`src/rtl/pup_pkg.sv`:
```
package pup_pkg;

  localparam int unsigned CFG_W          = 13;
  localparam int unsigned CFG_IDX_W      = 1;
  localparam int unsigned MAX_SCREEN_DEF = 4096;
  localparam int unsigned POS_W          = 16;
  localparam int unsigned VEL_W          = 11;
  localparam int unsigned BYTE_W         = 8;
  localparam int unsigned KIND_W         = 3;
  localparam int unsigned IDX_W          = 24;
  localparam int unsigned IN_DATA_W      = 72;
  localparam int unsigned OUT_DATA_W     = 88;

  localparam logic [CFG_W-1:0] WIDTH_RST  = 13'd640;
  localparam logic [CFG_W-1:0] HEIGHT_RST = 13'd480;

  typedef enum logic [KIND_W-1:0] {
    KIND_BALLISTIC = 3'd0,
    KIND_TRAIL     = 3'd1,
    KIND_RADIAL    = 3'd2,
    KIND_SHRINK    = 3'd3,
    KIND_WATERFALL = 3'd4
  } kind_e;

  typedef enum logic [CFG_IDX_W-1:0] {
    REG_WIDTH  = 1'b0,
    REG_HEIGHT = 1'b1
  } reg_idx_e;

  // moved particle, after the first stage
  typedef struct packed {
    kind_e             kind;
    logic [POS_W-1:0]  x;
    logic [POS_W-1:0]  y;
    logic [VEL_W-1:0]  vx;
    logic [VEL_W-1:0]  vy;
    logic [BYTE_W-1:0] heat;
    logic [BYTE_W-1:0] life;
    logic              was_dead;
  } move_t;

  // result fields except the pixel index
  typedef struct packed {
    logic [POS_W-1:0]  new_pos_x;
    logic [POS_W-1:0]  new_pos_y;
    logic [VEL_W-1:0]  new_vel_y;
    logic [BYTE_W-1:0] new_heat;
    logic [BYTE_W-1:0] new_life_count;
    logic              now_dead;
    logic              plot;
  } res_t;

endpackage

```
`src/rtl/pup_move.sv`:
```
module pup_move import pup_pkg::*; (
  input  logic              clk_i,
  input  logic              rst_ni,
  input  logic              valid_i,
  output logic              ready_o,
  input  logic [KIND_W-1:0] kind_i,
  input  logic [POS_W-1:0]  pos_x_i,
  input  logic [POS_W-1:0]  pos_y_i,
  input  logic [VEL_W-1:0]  vel_x_i,
  input  logic [VEL_W-1:0]  vel_y_i,
  input  logic [BYTE_W-1:0] heat_i,
  input  logic [BYTE_W-1:0] life_i,
  input  logic              is_dead_i,
  output logic              valid_o,
  input  logic              ready_i,
  output move_t             move_o
);

  logic        valid_q;
  move_t       move_d, move_q;
  kind_e       kind;
  logic [POS_W:0] sum_x, sum_y;

  function automatic logic [POS_W-1:0] sat16(input logic [POS_W:0] s);
    logic [POS_W-1:0] r;
    r = s[POS_W-1:0];
    if (s[POS_W] != s[POS_W-1]) begin
      r = s[POS_W] ? {1'b1, {(POS_W-1){1'b0}}} : {1'b0, {(POS_W-1){1'b1}}};
    end
    return r;
  endfunction

  always_comb begin
    kind = (kind_i > KIND_WATERFALL) ? KIND_BALLISTIC : kind_e'(kind_i);
    sum_x = {pos_x_i[POS_W-1], pos_x_i}
          + {{(POS_W-VEL_W+1){vel_x_i[VEL_W-1]}}, vel_x_i};
    sum_y = {pos_y_i[POS_W-1], pos_y_i}
          + {{(POS_W-VEL_W+1){vel_y_i[VEL_W-1]}}, vel_y_i};
    move_d.kind     = kind;
    move_d.vx       = vel_x_i;
    move_d.vy       = vel_y_i;
    move_d.heat     = heat_i;
    move_d.was_dead = is_dead_i;
    if (is_dead_i) begin
      move_d.x    = pos_x_i;
      move_d.y    = pos_y_i;
      move_d.life = life_i;
    end else begin
      move_d.x    = sat16(sum_x);
      move_d.y    = sat16(sum_y);
      move_d.life = ((kind == KIND_SHRINK || kind == KIND_WATERFALL) && life_i != '0)
                  ? life_i - BYTE_W'(1) : life_i;
    end
  end

  assign ready_o = !valid_q || ready_i;
  assign valid_o = valid_q;
  assign move_o  = move_q;

  always_ff @(posedge clk_i or negedge rst_ni) begin
    if (!rst_ni) begin
      valid_q <= 1'b0;
    end else if (ready_o) begin
      valid_q <= valid_i;
    end
  end

  always_ff @(posedge clk_i) begin
    if (ready_o && valid_i) begin
      move_q <= move_d;
    end
  end

endmodule

```
`src/rtl/pup_judge.sv`:
```
module pup_judge import pup_pkg::*; #(
  parameter int unsigned DimW = 13
) (
  input  logic            clk_i,
  input  logic            rst_ni,
  input  logic [DimW-1:0] width_i,
  input  logic [DimW-1:0] height_i,
  input  logic            valid_i,
  output logic            ready_o,
  input  move_t           move_i,
  output logic            valid_o,
  input  logic            ready_i,
  output res_t            res_o,
  output logic [DimW-1:0] px_o,
  output logic [DimW-1:0] py_o
);

  localparam int unsigned CW = POS_W + 2;

  logic                 valid_q;
  res_t                 res_d, res_q;
  logic [DimW-1:0]      px_d, px_q, py_d, py_q;
  logic signed [CW-1:0] xe, ye, xl, wm3, hm3;
  logic signed [VEL_W-1:0] vx, vy;
  logic side, look, rtop, common, life_zero, dead, gravity, plot;

  always_comb begin
    xe  = signed'({{2{move_i.x[POS_W-1]}}, move_i.x});
    ye  = signed'({{2{move_i.y[POS_W-1]}}, move_i.y});
    vx  = signed'(move_i.vx);
    vy  = signed'(move_i.vy);
    xl  = xe + signed'({{(CW-VEL_W){move_i.vx[VEL_W-1]}}, move_i.vx});
    wm3 = signed'({{(CW-DimW){1'b0}}, width_i}) - CW'(3);
    hm3 = signed'({{(CW-DimW){1'b0}}, height_i}) - CW'(3);

    side = (xe <= CW'(1) && vx <= VEL_W'(0)) || (xe >= wm3 && vx >= VEL_W'(0));
    look = (ye <= CW'(1))
        && ((vx > VEL_W'(0) && xl >= wm3) || (vx < VEL_W'(0) && xl <= CW'(1)));
    rtop = (ye <= CW'(1)) && (vy <= VEL_W'(0));
    common    = (move_i.heat == '0) || (ye >= hm3);
    life_zero = (move_i.life == '0);

    gravity = 1'b0;
    case (move_i.kind)
      KIND_BALLISTIC: begin
        dead    = common || side || look;
        gravity = 1'b1;
      end
      KIND_TRAIL: begin
        dead    = common || look || (vy > VEL_W'(0));
        gravity = 1'b1;
      end
      KIND_RADIAL: dead = common || side || rtop;
      KIND_SHRINK: dead = common || life_zero || side || rtop;
      KIND_WATERFALL: begin
        dead    = common || side || (life_zero && look);
        gravity = life_zero;
      end
      default: begin
        dead    = common || side || look;
        gravity = 1'b1;
      end
    endcase
    dead = dead || move_i.was_dead;
    plot = !dead && (ye > CW'(1)) && (xe > CW'(1)) && (xe < wm3);

    res_d.new_pos_x      = move_i.x;
    res_d.new_pos_y      = move_i.y;
    res_d.new_life_count = move_i.life;
    res_d.now_dead       = dead;
    res_d.plot           = plot;
    res_d.new_vel_y      = move_i.vy;
    res_d.new_heat       = move_i.heat;
    if (!dead) begin
      res_d.new_heat = move_i.heat - BYTE_W'(1);
      if (gravity && move_i.vy != {1'b0, {(VEL_W-1){1'b1}}}) begin
        res_d.new_vel_y = move_i.vy + VEL_W'(1);
      end
    end
    px_d = plot ? move_i.x[DimW-1:0] : '0;
    py_d = plot ? move_i.y[DimW-1:0] : '0;
  end

  assign ready_o = !valid_q || ready_i;
  assign valid_o = valid_q;
  assign res_o   = res_q;
  assign px_o    = px_q;
  assign py_o    = py_q;

  always_ff @(posedge clk_i or negedge rst_ni) begin
    if (!rst_ni) begin
      valid_q <= 1'b0;
    end else if (ready_o) begin
      valid_q <= valid_i;
    end
  end

  always_ff @(posedge clk_i) begin
    if (ready_o && valid_i) begin
      res_q <= res_d;
      px_q  <= px_d;
      py_q  <= py_d;
    end
  end

endmodule

```
`src/rtl/pup_index.sv`:
```
module pup_index import pup_pkg::*; #(
  parameter int unsigned DimW = 13
) (
  input  logic             clk_i,
  input  logic             rst_ni,
  input  logic [DimW-1:0]  width_i,
  input  logic             valid_i,
  output logic             ready_o,
  input  res_t             res_i,
  input  logic [DimW-1:0]  px_i,
  input  logic [DimW-1:0]  py_i,
  output logic             valid_o,
  input  logic             ready_i,
  output res_t             res_o,
  output logic [IDX_W-1:0] index_o
);

  localparam int unsigned PW = 2 * DimW;

  // multiply stage
  logic            mul_valid_q, mul_ready;
  res_t            mul_res_q;
  logic [PW-1:0]   prod_q;
  logic [DimW-1:0] mul_px_q;
  // add stage, the output register
  logic             out_valid_q;
  res_t             out_res_q;
  logic [IDX_W-1:0] index_d, index_q;
  logic [PW:0]      sum;

  assign mul_ready = !out_valid_q || ready_i;
  assign ready_o   = !mul_valid_q || mul_ready;

  always_comb begin
    sum     = {1'b0, prod_q} + {{(PW+1-DimW){1'b0}}, mul_px_q};
    index_d = IDX_W'(sum);
  end

  always_ff @(posedge clk_i or negedge rst_ni) begin
    if (!rst_ni) begin
      mul_valid_q <= 1'b0;
      out_valid_q <= 1'b0;
    end else begin
      if (ready_o) begin
        mul_valid_q <= valid_i;
      end
      if (mul_ready) begin
        out_valid_q <= mul_valid_q;
      end
    end
  end

  always_ff @(posedge clk_i) begin
    if (ready_o && valid_i) begin
      prod_q    <= py_i * width_i;
      mul_px_q  <= px_i;
      mul_res_q <= res_i;
    end
    if (mul_ready && mul_valid_q) begin
      index_q   <= index_d;
      out_res_q <= mul_res_q;
    end
  end

  assign valid_o = out_valid_q;
  assign res_o   = out_res_q;
  assign index_o = index_q;

endmodule

```
`src/rtl/particle_update_and_plot.sv`:
```
// Particle frame update and splat locator.
// Input stream s_axis: one particle record per item, kind on tuser, the rest
// on tdata. Output stream m_axis: one result item per input item, in order.
// Config channel cfg_*: index 0 writes the screen width, index 1 the screen
// height (13 bits each, clamped to 8..MaxScreen). cfg_ready_o is always high;
// write only while no item is in flight.
// Pipeline: four register stages - move/saturate, death and plot rules,
// y*width multiply, index add into the output register. An accepted item
// passes through them in that order; throughput is one item per cycle
// while m_axis_tready stays high.
// Reset clears all stage valid bits and loads width 640 and height 480.
// When the receiver holds m_axis_tready low, the output item holds and the
// stages behind it keep filling until each holds an item; s_axis_tready then
// drops. Nothing is lost or repeated across a stall.
module particle_update_and_plot import pup_pkg::*; #(
  parameter int unsigned MaxScreen = MAX_SCREEN_DEF
) (
  input  logic                  clk_i,
  input  logic                  rst_ni,
  input  logic                  cfg_valid_i,
  output logic                  cfg_ready_o,
  input  logic [CFG_IDX_W-1:0]  cfg_index_i,
  input  logic [CFG_W-1:0]      cfg_data_i,
  input  logic                  s_axis_tvalid,
  output logic                  s_axis_tready,
  // pos_x[15:0] pos_y[31:16] vel_x[42:32] vel_y[53:43] heat[61:54]
  // life_count[69:62] is_dead[70], bit 71 zero
  input  logic [IN_DATA_W-1:0]  s_axis_tdata,
  // kind[2:0]
  input  logic [KIND_W-1:0]     s_axis_tuser,
  output logic                  m_axis_tvalid,
  input  logic                  m_axis_tready,
  // new_pos_x[15:0] new_pos_y[31:16] new_vel_y[42:32] new_heat[50:43]
  // new_life_count[58:51] now_dead[59] plot[60] pixel_index[84:61], 87:85 zero
  output logic [OUT_DATA_W-1:0] m_axis_tdata
);

  localparam int unsigned DimW = $clog2(MaxScreen + 1);

  logic [CFG_W-1:0] width_q, height_q;
  logic [DimW-1:0]  width_cl, height_cl;

  logic             mv_valid, mv_ready;
  move_t            mv;
  logic             jd_valid, jd_ready;
  res_t             jd_res;
  logic [DimW-1:0]  jd_px, jd_py;
  res_t             out_res;
  logic [IDX_W-1:0] out_index;

  assign cfg_ready_o = 1'b1;

  always_ff @(posedge clk_i or negedge rst_ni) begin
    if (!rst_ni) begin
      width_q  <= WIDTH_RST;
      height_q <= HEIGHT_RST;
    end else if (cfg_valid_i) begin
      case (reg_idx_e'(cfg_index_i))
        REG_WIDTH:  width_q  <= cfg_data_i;
        REG_HEIGHT: height_q <= cfg_data_i;
        default: ;
      endcase
    end
  end

  function automatic logic [DimW-1:0] clamp_dim(input logic [CFG_W-1:0] v);
    logic [DimW-1:0] r;
    if (v < CFG_W'(8)) begin
      r = DimW'(8);
    end else if (v > CFG_W'(MaxScreen)) begin
      r = DimW'(MaxScreen);
    end else begin
      r = v[DimW-1:0];
    end
    return r;
  endfunction

  assign width_cl  = clamp_dim(width_q);
  assign height_cl = clamp_dim(height_q);

  pup_move u_move (
    .clk_i     (clk_i),
    .rst_ni    (rst_ni),
    .valid_i   (s_axis_tvalid),
    .ready_o   (s_axis_tready),
    .kind_i    (s_axis_tuser),
    .pos_x_i   (s_axis_tdata[15:0]),
    .pos_y_i   (s_axis_tdata[31:16]),
    .vel_x_i   (s_axis_tdata[42:32]),
    .vel_y_i   (s_axis_tdata[53:43]),
    .heat_i    (s_axis_tdata[61:54]),
    .life_i    (s_axis_tdata[69:62]),
    .is_dead_i (s_axis_tdata[70]),
    .valid_o   (mv_valid),
    .ready_i   (mv_ready),
    .move_o    (mv)
  );

  pup_judge #(.DimW(DimW)) u_judge (
    .clk_i    (clk_i),
    .rst_ni   (rst_ni),
    .width_i  (width_cl),
    .height_i (height_cl),
    .valid_i  (mv_valid),
    .ready_o  (mv_ready),
    .move_i   (mv),
    .valid_o  (jd_valid),
    .ready_i  (jd_ready),
    .res_o    (jd_res),
    .px_o     (jd_px),
    .py_o     (jd_py)
  );

  pup_index #(.DimW(DimW)) u_index (
    .clk_i   (clk_i),
    .rst_ni  (rst_ni),
    .width_i (width_cl),
    .valid_i (jd_valid),
    .ready_o (jd_ready),
    .res_i   (jd_res),
    .px_i    (jd_px),
    .py_i    (jd_py),
    .valid_o (m_axis_tvalid),
    .ready_i (m_axis_tready),
    .res_o   (out_res),
    .index_o (out_index)
  );

  assign m_axis_tdata = {3'b000, out_index, out_res.plot, out_res.now_dead,
                         out_res.new_life_count, out_res.new_heat,
                         out_res.new_vel_y, out_res.new_pos_y, out_res.new_pos_x};

  a_plot_alive: assert property (@(posedge clk_i) disable iff (!rst_ni)
    m_axis_tvalid && out_res.plot |-> !out_res.now_dead)
    else $error("plot on a dead particle");

  a_index_zero: assert property (@(posedge clk_i) disable iff (!rst_ni)
    m_axis_tvalid && !out_res.plot |-> out_index == '0)
    else $error("nonzero pixel index without plot");

  a_dim_range: assert property (@(posedge clk_i) disable iff (!rst_ni)
    width_cl >= DimW'(8) && width_cl <= DimW'(MaxScreen)
    && height_cl >= DimW'(8) && height_cl <= DimW'(MaxScreen))
    else $error("clamped screen size out of range");

  a_judge_plot_coords: assert property (@(posedge clk_i) disable iff (!rst_ni)
    jd_valid && !jd_res.plot |-> jd_px == '0 && jd_py == '0)
    else $error("splat coordinates set without plot");

endmodule

```
`config.mk`:
```
export PLATFORM = sky130hd
export DESIGN_NAME = particle_update_and_plot
export DESIGN_NICKNAME = d
export VERILOG_FILES = /design/src/rtl/pup_pkg.sv /design/src/rtl/pup_move.sv /design/src/rtl/pup_judge.sv /design/src/rtl/pup_index.sv /design/src/rtl/particle_update_and_plot.sv
export SDC_FILE = /design/constraint.sdc
export NUM_CORES = 1
export LEC_CHECK = 0
export BUFFER_PORTS_ARGS = -buffer_cell sky130_fd_sc_hd__buf_4
export CAP_MARGIN = 10
export CORE_ASPECT_RATIO = 0.7
export CORE_MARGIN = 4
export CORE_UTILIZATION = 50
export CTS_CLUSTER_DIAMETER = 40
export DETAILED_ROUTE_END_ITERATION = 16
export GPL_ROUTABILITY_DRIVEN = 0
export PLACE_DENSITY = 0.71
export SYNTH_ARGS = -nofsm -noshare
export SYNTH_HDL_FRONTEND = slang
export SYNTH_SLANG_ARGS = --single-unit
```
`constraint.sdc`:
```
create_clock -name clk_i -period 6.25 [get_ports clk_i]
set_input_delay 0.625 -clock clk_i [delete_from_list [all_inputs] [get_ports clk_i]]
set_output_delay 0.625 -clock clk_i [all_outputs]
set_load 0.02 [all_outputs]
```
Word-level counts from Yosys, hierarchy flattened
Index checks and enable logic that the tools add are counted.
W data, S select, Z words.
{"block": "totals", "elab_cells": 141, "reg_bits": 374, "out_inout_bits": 91, "in_bits": 94}
{"block": "classes", "order_cmp": 20, "eq_ne": 9, "n_reduce_logical": 45, "n_bitwise": 1, "addsub": 9, "multipliers": 1, "muxes": 16}
{"operator": "$mux W16", "n": 4}
{"operator": "$mux W13", "n": 4}
{"operator": "$add A16 B11 Y17", "n": 3}
{"operator": "$ge A16 B14 Y1", "n": 2}
{"operator": "$gt A16 B2 Y1 const B", "n": 2}
{"operator": "$le A16 B2 Y1 const B", "n": 2}
{"operator": "$mux W32", "n": 1}
{"operator": "$sub A13 B2 Y14 const B", "n": 2}
{"operator": "$gt A13 B13 Y1 const B", "n": 2}
{"operator": "$lt A13 B4 Y1 const B", "n": 2}
{"operator": "$add A24 B13 Y24", "n": 1}
{"operator": "$mul A13 B13 Y24", "n": 1}
{"operator": "$gt A11 B1 Y1 const B", "n": 2}
{"operator": "$le A11 B1 Y1 const B", "n": 2}
{"operator": "$mux W19", "n": 1}
{"operator": "$logic_or A1 B1 Y1", "n": 18}
{"operator": "$ge A17 B14 Y1", "n": 1}
{"operator": "$le A17 B2 Y1 const B", "n": 1}
{"operator": "$logic_and A1 B1 Y1", "n": 16}
{"operator": "$logic_not A8 Y1", "n": 2}
{"operator": "$lt A16 B14 Y1", "n": 1}
{"operator": "$mux W8", "n": 2}
{"operator": "$sub A8 B1 Y8 const B", "n": 2}
{"operator": "$add A11 B1 Y11 const B", "n": 1}
{"operator": "17 further kinds", "n": 26}

Depth between registers and ports, before layout
Gate-level depths: netlist (run 1).
{"block": "logic_depth", "ltp_word": 16, "ltp_mapped": 30, "depth_no_buf": 28}

By module
From an unflattened synthesis (run 1), not the netlist that was laid out.
{"block": "unflattened", "hier_cells": 2007, "hier_area_um2": 23640.2}
{"module": "pup_index", "seq_area_each_um2": 5545.3, "n_inst": 1, "cells_each": 931, "area_each_um2": 11722.5}
{"module": "pup_judge", "seq_area_each_um2": 2637.5, "n_inst": 1, "cells_each": 561, "area_each_um2": 6027.0}
{"module": "pup_move", "seq_area_each_um2": 2247.2, "n_inst": 1, "cells_each": 417, "area_each_um2": 4601.9}
{"module": "particle_update_and_plot", "seq_area_each_um2": 658.1, "n_inst": 1, "cells_each": 98, "area_each_um2": 1288.7}

Worst setup path before layout (run 1)
OpenSTA, ideal clock, no wires.
{"block": "synth_timing", "kind": "register to register", "from": "register width_q[11]", "to": "register u_index.prod_q[22], data pin", "required_ns": 5.992, "t_arrival_ns": 6.524, "synth_period_minus_slack_ns": 6.781, "stages_incl_launch_ff": 29, "slack_ns": -0.531, "setup_time_ns": 0.258, "n_path_buf": 2, "cell_sequence": "dfrtp_1 -> or3_4 -> nor4_1 -> and2_1 -> buf_4 -> nor2_1 -> nor2_1 -> clkbuf_1 -> nand2_1 -> fa_1 -> inv_1 -> fa_1 -> ha_1 -> ha_1 -> inv_1 -> fa_1 -> inv_1 -> fa_1 -> a21o_1 -> a21oi_1 -> o21bai_1 -> a2111o_1 -> a31oi_1 -> a211oi_1 -> a41o_1 -> o21ai_0 -> nand2b_1 -> a21oi_1 -> xnor2_1"}
{"block": "synth_between", "elab_chain_len": 4, "word_cells_on_any_way": 5, "classes_between": "mul (1); order compare (2); mux (2)"}
{"item": "start: declaration", "line_no": "particle_update_and_plot.sv:40", "rtl": "logic [CFG_W-1:0] width_q, height_q;"}
{"item": "start signal: assignment", "line_no": "particle_update_and_plot.sv:59", "rtl": "REG_WIDTH: width_q <= cfg_data_i;"}
{"item": "$gt A13 B13 Y1", "line_no": "particle_update_and_plot.sv:70", "rtl": "end else if (v > CFG_W'(MaxScreen)) begin"}
{"item": "$mux W13", "line_no": "particle_update_and_plot.sv:70"}
{"item": "$mux W13 (*)", "line_no": "particle_update_and_plot.sv:68", "rtl": "if (v < CFG_W'(8)) begin"}
{"item": "$mul A13 B13 Y24 (*)", "line_no": "pup_index.sv:55", "rtl": "prod_q <= py_i * width_i;"}
{"item": "end signal: assignment", "line_no": "pup_index.sv:55"}
{"item": "end: declaration", "line_no": "pup_index.sv:23", "rtl": "logic [PW-1:0] prod_q;"}
Every way passes the cells marked *; elsewhere a longest branch is shown, timed or not.
A chain may end at the register's enable or synchronous reset.

Worst setup path in the final report (run 1)
{"block": "layout_timing", "from": "register width_q[4]", "to": "register u_index.prod_q[23], data pin"}
Same word-level chain as after synthesis.

==> results of run 1 <==
kinds of logic (layout without fill, tap and decap cells):
family / after synthesis / count (layout) / synth area share (%)
AOI/OAI and AO/OA: 282 / 282 / 8.50
DFF: 374 / 374 / 48.5
other: 2 / 14 / 0.0329
and+or+nand+nor: 547 / 547 / 12.1
muxes: 29 / 29 / 1.42
buffers and inverters: 247 / 537 / 4.24
xor gates and xnor gates: 116 / 116 / 4.50
adders and majority gates: 304 / 304 / 20.7
state kept, by name, indices dropped and copies added, names as in the netlist, 13 cells and up:
name / cells
u_judge.res_o: 61
width_q: 13
u_index.mul_px_q: 13
u_index.mul_res_q: 61
u_move.move_o: 74
u_judge.px_o: 13
u_index.res_o: 61
u_index.index_o: 24
height_q: 13
u_index.prod_q: 24
u_judge.py_o: 13
layer usage:
layer	wire, um	vias to the layer above	GRT usage (%)	share of wire [%]
met3	3350	74	3.92	6.5
met5	0	-	0	0
met2	23900	469	34.1	46
met1	23300	7619	29.7	45
met4	1010	0	4.49	2.0
li1	-	7258	-	-
power groups by stage:
stage / registers (mW) / logic (mW) / clock network (mW)
final: 3.61 / 4.52 / 2.69
after floorplan: 3.72 / 2.90 / 0
after CTS: 3.61 / 4.48 / 2.74
after global placement: 3.64 / 4.19 / 0
after detailed placement: 3.66 / 4.33 / 0
after global routing: 3.65 / 5.08 / 2.87
synth_stat cells, drive strengths merged (27+ instances only):
cell type and count:
mux2 28, nand3 27, a21oi 80, nor3 29, and2 80, nor2 80
fa 124, nand2 177, edfxtp 344, and3 31, clkbuf 41, o21ai 54
xnor2 77, ha 178, inv 189, xor2 38
through the flow:
stage | setup WS, ns | utilization [%] | power, mW | TNS [ns]
final | -0.0644 | 60.5 | 10.8 | -0.123
after global routing | -0.296 | 60.5 | 11.6 | -0.857
after CTS | -0.00715 | 60.3 | 10.8 | -0.00715
after detailed placement | -0.322 | 56.6 | 7.99 | -0.918
after global placement | -0.213 | 56.6 | 7.83 | -0.474
after floorplan | 0.00274 | - | 6.62 | 0
worst max path at each step:
stage                from                 end  slack (ns)  cells past startpoint
2_1_floorplan  width_q[4]  u_index.prod_q[23]       0.003                     27
3_3_place_gp   width_q[4]  u_index.prod_q[23]       -0.21                     25
3_5_place_dp   width_q[4]  u_index.prod_q[23]       -0.32                     25
4_1_cts        width_q[4]  u_index.prod_q[23]      -0.007                     25
5_1_grt        width_q[4]  u_index.prod_q[23]       -0.30                     25
6_report       width_q[4]  u_index.prod_q[23]       -0.06                     25
repair_timing:
| item | in CTS | in global routing |
|---|---|---|
| pin swaps | 11 | 17 |
| hold buffers | 1 | 0 |
| buffers inserted | 4 | 3 |
| resized for setup | 10 | 18 |
| endpoints found under the setup margin | 6 | 8 |
| hold endpoints to repair | 24 | 0 |
area by class of cell:
cell class	count	share of cell area (%)
clock buffer	46	4.06
clock inverter	35	1.70
inverter	190	2.61
multi-input combinational	1292	40.8
sequential	374	40.6
tap	603	2.76
timing repair buffer	266	7.44
worst reg2reg max path: cells and delay by family (launching register included):
kind	cells	cell delay (ns)
xor gates and xnor gates	1	0.11
and+or+nand+nor	9	1.44
AOI/OAI and AO/OA	6	1.04
DFF	1	0.38
buffers and inverters	3	0.32
adders and majority gates	6	2.77
==> impl_metrics.toml, run 1 <==
[place]
portBuffers = 179
dp_cells = 2716
dp_hpwl_mm = 39.2
placed_area_um2 = 25500

[clocking]
clkTransAtPathRegs_ns = 0.07
cts_buffers = 44
cts_root_buf = "clkbuf_16"
cts_sinks = 374
cts_tree = "built"
clock_latency_ns = 0.57
clockBufferDepth = 3
cts.htree.levels = 2

[worst_setup_path]
r2r_cells = 25
ff2ff_setup_slack_ns = -0.06
r2r_end = "u_index.prod_q[23]"
endpoint_kind = "flip-flop"
crit_top_cell = "fa_1"
r2r-start = "width_q[4]"
start_kind = "flip-flop"
criticalPathCategory = "flip-flop to flip-flop"
slowest_delay_ns = 0.53
cp.required_ns = 6.55
critPathArrivalTime_ns = 6.62
cp_num_buf_inv = 3
crit_slowest_cell = "fa_1"
worstPathMaxFanout = 6
path_delay_family = "adder cells"

[timing]
setup_viol = 2
rsz0062_at_grt = "true"
slew_headroom_pct = 33.4
worstMarginPinSlew_ns = 0.995
hold_viol_final = 0
period_needed_ns = 6.31
fmax_ghz = 0.158
slew_viol_final = 0
finalWorstSetupSlack_ns = -0.0644
fin_worst_skew_ns = 0.0342
fin_crit_sh_pct = 101
hold_ws_ns = 0.230

[power]
p_leak_nw = 11.6
comb_power_share_pct = 41.8
vdd_drop_max_uv = 305
netSwitchingPower_mw = 3.75
swShare_pct = 34.7
clkPwrFrac_pct = 24.9
p_int_mw = 7.07
power_density_nw_per_um2 = 396
p_seq_share_pct = 33.3

[floorplan]
dieHeight_um = 187
fp.coreArea_um2 = 45100
die_w_um = 264
die_area_um2 = 49300
initial_core_util_pct = 50.6
rows = 65
io_pins = 185

[cells_and_area]
fin_cells = 2806
multi_input_area_um2 = 11200
antenna_cells = 0
finalInstanceArea_um2 = 27300
regArea_um2 = 11100
num-fill-cells = 3556
final_common_cell = "edfxtp_1"
mostFrequentLayoutCells = "edfxtp_1 (344), buf_4 (261), inv_1 (180)"
drive_above_1_share_pct = 20.3
synthToLayoutAreaGrowth_pct = 19.5
fin_nets = 2564

[worst_hold_path]
worstHoldEndpoint = "u_move.move_o[16]"
hold_start = "s_axis_tdata[61]"
hold_class = "input pin to flip-flop"
hold-path-cell-count = 1

[synthesis]
synth_area_um2 = 22900
syn_inst = 1901
ys_seq_elements = 374
ys.flop_type = "edfxtp_1"
ys_async_sr_fraction_pct = 8.02
synth_edf_count = 344
synth_area_leaders = "edfxtp_1 (45%), fa_1 (11%), ha_1 (9.7%)"
syn_avg_cell_area_um2 = 12.0
synth_area_leader_cell = "edfxtp_1"
yosysSeqAreaShare_pct = 48.5
synth_cell_type_count = 83
synth_top_area_share_pct = 45.2
yosys_warnings = 0

[status]
violations = "setup timing"
status = "complete, but fails checks"

[detailed_routing]
post-route-drc-count = 0
postRouteAntennaNets = 0
wl_mm = 51.5
drtIter0Drc = 1077
dr.pass1.iters = 5
vias_per_cell = 5.50
num_vias = 15400
detail_route.wl_per_cell_um = 18.4

[grt]
grt_pass1_wl_mm = 83.8
grt_usage_pct = 20.9
antenna_found_initial = 1
grt_pass1_vias = 15900
overflow = 0
grt_max_degree = 75

[flow_run]
maxCapViolCount = 0
Note: power is estimated with default switching activity, not from simulation.
==> run 2, diff against run 1 <==
--- a/config.mk
+++ b/config.mk
@@ -13,7 +13,7 @@
 export CTS_CLUSTER_DIAMETER = 40
 export DETAILED_ROUTE_END_ITERATION = 16
 export GPL_ROUTABILITY_DRIVEN = 0
-export PLACE_DENSITY = 0.71
+export PLACE_DENSITY = 0.68
 export SYNTH_ARGS = -nofsm -noshare
 export SYNTH_HDL_FRONTEND = slang
 export SYNTH_SLANG_ARGS = --single-unit
==> constraint.sdc (replaced) <==
create_clock -name clk_i -period 7.1 [get_ports clk_i]
set_input_delay 0.71 -clock clk_i [delete_from_list [all_inputs] [get_ports clk_i]]
set_output_delay 0.71 -clock clk_i [all_outputs]
set_load 0.02 [all_outputs]
==> run 2 against run 1 <==
  * The flow now finishes without violations
  * Sequential cell count unchanged
  * Hold slack got worse by 0.18 ns
  * Cell area decreased by 1.8%
  * Worst setup slack improved by 0.37 ns
  * Die area unchanged
  * Via count decreased by 0.34%
  * Fmax decreased by 7.1%
  * Sequential share of layout area increased by 0.74 points
  * Combinational power decreased by 21%
  * Utilization decreased by 1.1 points
  * Cell count decreased by 1.2%
  * Register-to-register slack improved by 0.37 ns
  * Largest power group unchanged
==> impl_metrics.toml, run 2 (same netlist as run 1, synthesis figures left out) <==
[timing]
period_needed_ns = 6.80
slew_viol_final = 0
rsz0062_at_grt = "false"
fmax_ghz = 0.147
setup_viol = 0
worstMarginPinSlew_ns = 1.11
slew_headroom_pct = 26.0
fin_worst_skew_ns = 0.0149
fin_crit_sh_pct = 95.7
hold_viol_final = 0
finalWorstSetupSlack_ns = 0.303

[clocking]
cts_tree = "built"
cts_root_buf = "clkbuf_16"
cts_sinks = 374
cts.htree.levels = 2
cts_hold_buf = 0
cts_buffers = 46
clock_latency_ns = 0.58
clkTransAtPathRegs_ns = 0.06
clockBufferDepth = 3

[detailed_routing]
wl_mm = 51.7
num_vias = 15400
vias_per_cell = 5.54
dr.pass1.iters = 5
post-route-drc-count = 0
postRouteAntennaNets = 0
detail_route.wl_per_cell_um = 18.7
drtIter0Drc = 1132

[cells_and_area]
antenna_cells = 0
finalInstanceArea_um2 = 26800
final_common_cell = "edfxtp_1"
fin_cells = 2772
largest_reg_flops = 74
mostFrequentLayoutCells = "edfxtp_1 (344), buf_4 (230), inv_1 (187)"
drive_above_1_share_pct = 17.5
fin_nets = 2531
num-fill-cells = 3617
synthToLayoutAreaGrowth_pct = 17.4
utilization_pct = 59.4

[worst_setup_path]
criticalPathCategory = "flip-flop to flip-flop"
r2r-start = "width_q[11]"
ff2ff_setup_slack_ns = 0.30
cp.required_ns = 7.43
critPathArrivalTime_ns = 7.13
worstPathMaxFanout = 7
critPathLaunch = "width_q[11]"
endpoint_kind = "flip-flop"
start_kind = "flip-flop"

[grt]
grt_pass1_wl_mm = 83.6
grt_max_degree = 75
grt_usage_pct = 21.1
grt_pass1_vias = 15600
antenna_found_initial = 1
overflow = 0

[worst_hold_path]
hold_class = "input pin to asynchronous set/reset pin"

[flow_run]
maxCapViolCount = 0

[place]
post-place-ws_ns = -0.0102
portBuffers = 179
placed_area_um2 = 25100
dp_hpwl_mm = 38.4
dp_cells = 2680

[power]
power_density_nw_per_um2 = 339
vdd_drop_max_uv = 239
p_leak_nw = 11.4

[floorplan]
dieHeight_um = 187
fp.coreArea_um2 = 45100
io_pins = 185
die_area_um2 = 49300
initial_core_util_pct = 50.6
die_w_um = 264
rows = 65

[status]
status = "finished clean"
[run 2: changes by cell type in the layout (fill, tap and decap cells not counted), moves of 6 or more]
cell,before,now
buf_4,261,230
inv_1,180,187
inv_2,9,2
nand2_1,169,177
nand2_2,6,0
[run 2: worst max-delay path, stage by stage (launching register included)]
cell	delay (ns)
dfrtp_1	0.38
or3_4	0.42
nor4_4	0.28
and2_4	0.22
nor2_1	0.05
nor2_1	0.13
buf_4	0.15
buf_4	0.14
nand2_1	0.08
fa_1	0.53
inv_1	0.05
fa_1	0.59
fa_1	0.45
fa_1	0.47
fa_1	0.55
ha_4	0.30
nor2_1	0.04
nor2_1	0.12
o41ai_2	0.09
buf_4	0.15
o21a_1	0.21
a211oi_2	0.31
nand4_1	0.22
a31oi_2	0.28
a21o_1	0.14
a21oi_1	0.07
xnor2_1	0.12
[run 2: what timing repair did]
item                       in CTS  in global routing
cloned                          0                  0
pin swaps                       0                 19
buffers inserted                0                  9
setup endpoints to repair       1                  5
gates resized for setup         1                 18
hold endpoints to repair        0                  0
[run 2: through the flow]
step	total power [mW]	hold WS, ns	TNS, ns
2_1_floorplan	5.64	0.400	0
3_3_place_gp	6.52	0.401	0
3_5_place_dp	6.60	0.405	-0.0102
4_1_cts	9.01	0.0295	0
5_1_grt	9.76	0.0554	0
6_report	9.09	0.0463	0
[run 2: path summary, 6_finish.rpt]
path,to,cells past startpoint
setup / recovery,u_index.prod_q[23],26
hold / removal,u_move.valid_o,1
setup reg to reg,u_index.prod_q[23],26
hold reg to reg,u_index.res_o[58],0
max in group asynchronous,width_q[9],1
min in group clk_i,u_move.move_o[13],1
[run 2: area by class of cell]
cell class	count	area [um^2]	share of cell area, %
Clock inverter	27	307	1.14
Inverter	190	713	2.66
Clock buffer	55	1250	4.65
Sequential cell	374	11100	41.3
Timing Repair Buffer	231	1750	6.51
Multi-Input combinational cell	1292	11000	40.9
Tap cell	603	754	2.81
[run 2: power by group]
part / switching [mW] / internal (mW) / total [mW]
sequential: 0.215 / 2.97 / 3.18
combinational: 1.99 / 1.57 / 3.56
clock: 0.978 / 1.36 / 2.34
[run 2: metal layers]
layer	vias up	wire length, um	GRT usage [%]
li1	7201	-	-
met2	499	23100	32.9
met3	83	3680	4.56
met5	-	8	0
met4	2	1100	5.47
met1	7583	23800	30.3
==> run 3, diff against run 2 <==
--- a/config.mk
+++ b/config.mk
@@ -13,6 +13,7 @@
 export CTS_CLUSTER_DIAMETER = 40
 export DETAILED_ROUTE_END_ITERATION = 16
 export GPL_ROUTABILITY_DRIVEN = 0
+export MAX_ROUTING_LAYER = met4
 export PLACE_DENSITY = 0.68
 export SYNTH_ARGS = -nofsm -noshare
 export SYNTH_HDL_FRONTEND = slang
==> constraint.sdc (replaced) <==
create_clock -name clk_i -period 7.1 [get_ports clk_i]
set_input_delay 0.71 -clock clk_i [delete_from_list [all_inputs] [get_ports clk_i]]
set_output_delay 0.71 -clock clk_i [all_outputs]
set_load 0.05 [all_outputs]
==> run 3 against run 2 <==
  * Register-to-register slack about the same
  * Cell area about the same
  * Hold slack lost 0.0053 ns
  * Sequential power hardly changed
  * Combinational power up 6.7%
  * Clock skew rose by 0.0011 ns
  * Sequential cell count did not move
  * Critical path type unchanged
==> impl_metrics.toml, run 3 (same netlist as run 1, synthesis figures left out) <==
[power]
power_density_nw_per_um2 = 347
clkPwrFrac_pct = 25.1
swShare_pct = 36.6
netSwitchingPower_mw = 3.41
comb_power_share_pct = 40.7
p_seq_share_pct = 34.1
p_leak_nw = 11.4
p_int_mw = 5.91
vdd_drop_max_uv = 240
p_total_mw = 9.32

[clocking]
clockBufferDepth = 3
cts_sinks = 374
cts_root_buf = "clkbuf_16"
cts_tree = "built"
clkTransAtPathRegs_ns = 0.06
clock_latency_ns = 0.58
cts_buffers = 46
cts_hold_buf = 0
cts.htree.levels = 2

[timing]
slew_headroom_pct = 26.5
slew_viol_final = 0
fin_crit_sh_pct = 95.7
worstMarginPinSlew_ns = 1.10
rsz0062_at_grt = "false"
setup_viol = 0
period_needed_ns = 6.79
fmax_ghz = 0.147
finalWorstSetupSlack_ns = 0.306
hold_viol_final = 0
fin_worst_skew_ns = 0.0160

[detailed_routing]
wl_mm = 51.7
dr.pass1.iters = 5
vias_per_cell = 5.51
drtIter0Drc = 1139
postRouteAntennaNets = 0
num_vias = 15300
post-route-drc-count = 0
detail_route.wl_per_cell_um = 18.6

[cells_and_area]
final_common_cell = "edfxtp_1"
synthToLayoutAreaGrowth_pct = 17.4
largest_reg_flops = 74
utilization_pct = 59.4
mostFrequentLayoutCells = "edfxtp_1 (344), buf_4 (230), inv_1 (187)"
fin_cells = 2773
fin_nets = 2531
drive_above_1_share_pct = 17.5

[worst_setup_path]
worstPathMaxFanout = 7
r2r_cells = 26
criticalPathCategory = "flip-flop to flip-flop"
endpoint_kind = "flip-flop"
r2r-start = "width_q[11]"
start_kind = "flip-flop"
cp.required_ns = 7.43
critPathArrivalTime_ns = 7.12
r2r_end = "u_index.prod_q[23]"
ff2ff_setup_slack_ns = 0.31

[place]
dp_hpwl_mm = 38.4
post-place-ws_ns = -0.0102
dp_cells = 2680
portBuffers = 179

[status]
status = "finished clean"

[floorplan]
io_pins = 185
fp.coreArea_um2 = 45100
initial_core_util_pct = 50.6
rows = 65
dieHeight_um = 187
die_area_um2 = 49300
die_w_um = 264

[grt]
antenna_found_initial = 1
grt_pass1_wl_mm = 83.6
grt_max_degree = 75
grt_usage_pct = 21.7
grt_pass1_vias = 15600
overflow = 0

[flow_run]
maxCapViolCount = 0

[worst_hold_path]
hold_class = "input pin to asynchronous set/reset pin"
run 3: cell count changes in the layout (fill, tap and decap cells not counted), sizes merged:
| cell | before | now |
|---|---|---|
| diode | 0 | 1 |
run 3: stage by stage:
step / hold WS [ns] / setup TNS, ns / instance area [um^2]
after floorplan: 0.400 / 0 / 22900
after global placement: 0.401 / 0 / 25100
after detailed placement: 0.405 / -0.0102 / 25100
after CTS: 0.0295 / 0 / 26600
after global routing: 0.0554 / 0 / 26800
final: 0.0410 / 0 / 26800
run 3: metal layers:
metal	global-route usage [%]	wire (um)	vias to the layer above	share of wire (%)
met5	-	0	-	0
met4	5.37	1090	0	2.1
met3	4.46	3430	80	6.6
met2	33.0	23200	451	45
met1	30.3	23900	7541	46
li1	-	-	7201	-
run 3: worst max path at each step:
| stage | startpoint | end | depth (start not counted) |
|---|---|---|---|
| floorplan | width_q[11] | u_index.prod_q[22] | 28 |
| finish | width_q[11] | u_index.prod_q[23] | 26 |
| global placement | width_q[4] | u_index.prod_q[23] | 27 |
| CTS | width_q[4] | u_index.prod_q[23] | 27 |
| global route | width_q[11] | u_index.prod_q[23] | 27 |
| detailed placement | width_q[4] | u_index.prod_q[23] | 27 |
run 3: worst max-delay path: stages, from the launching register on:
cell      delay [ns]
dfrtp_1         0.38
or3_4           0.42
nor4_4          0.28
and2_4          0.22
nor2_1          0.05
nor2_1          0.13
buf_4           0.15
buf_4           0.14
nand2_1         0.08
fa_1            0.53
inv_1           0.05
fa_1            0.59
fa_1            0.45
fa_1            0.47
fa_1            0.55
ha_4            0.30
nor2_1          0.04
nor2_1          0.12
o41ai_2         0.09
buf_4           0.15
o21a_1          0.21
a211oi_2        0.31
nand4_1         0.22
a31oi_2         0.27
a21o_1          0.14
a21oi_1         0.07
xnor2_1         0.12
run 3: cell type report:
cell class / instances / area, um^2
multi-input cells: 1292 / 11000
clock inverters: 27 / 307
repair buffers: 231 / 1750
flip-flops and latches: 374 / 11100
inverters: 190 / 713
well taps: 603 / 754
diodes: 1 / 2.50
clock buffers: 55 / 1250
fillers: 3617 / 18300
run 3: power by group through the flow:
stage          registers, mW  clock network [mW]  logic [mW]
2_1_floorplan           3.50                   0        2.37
3_3_place_gp            3.21                   0        3.53
3_5_place_dp            3.22                   0        3.61
4_1_cts                 3.18                2.39        3.66
5_1_grt                 3.22                2.50        4.28
6_report                3.18                2.34        3.80
run 3: repair_timing:
item,4_1_cts,5_1_grt
endpoints found under the setup margin,1,5
resized for setup,1,18
hold endpoints to repair,0,0
pin swaps,0,19
buffers inserted,0,9
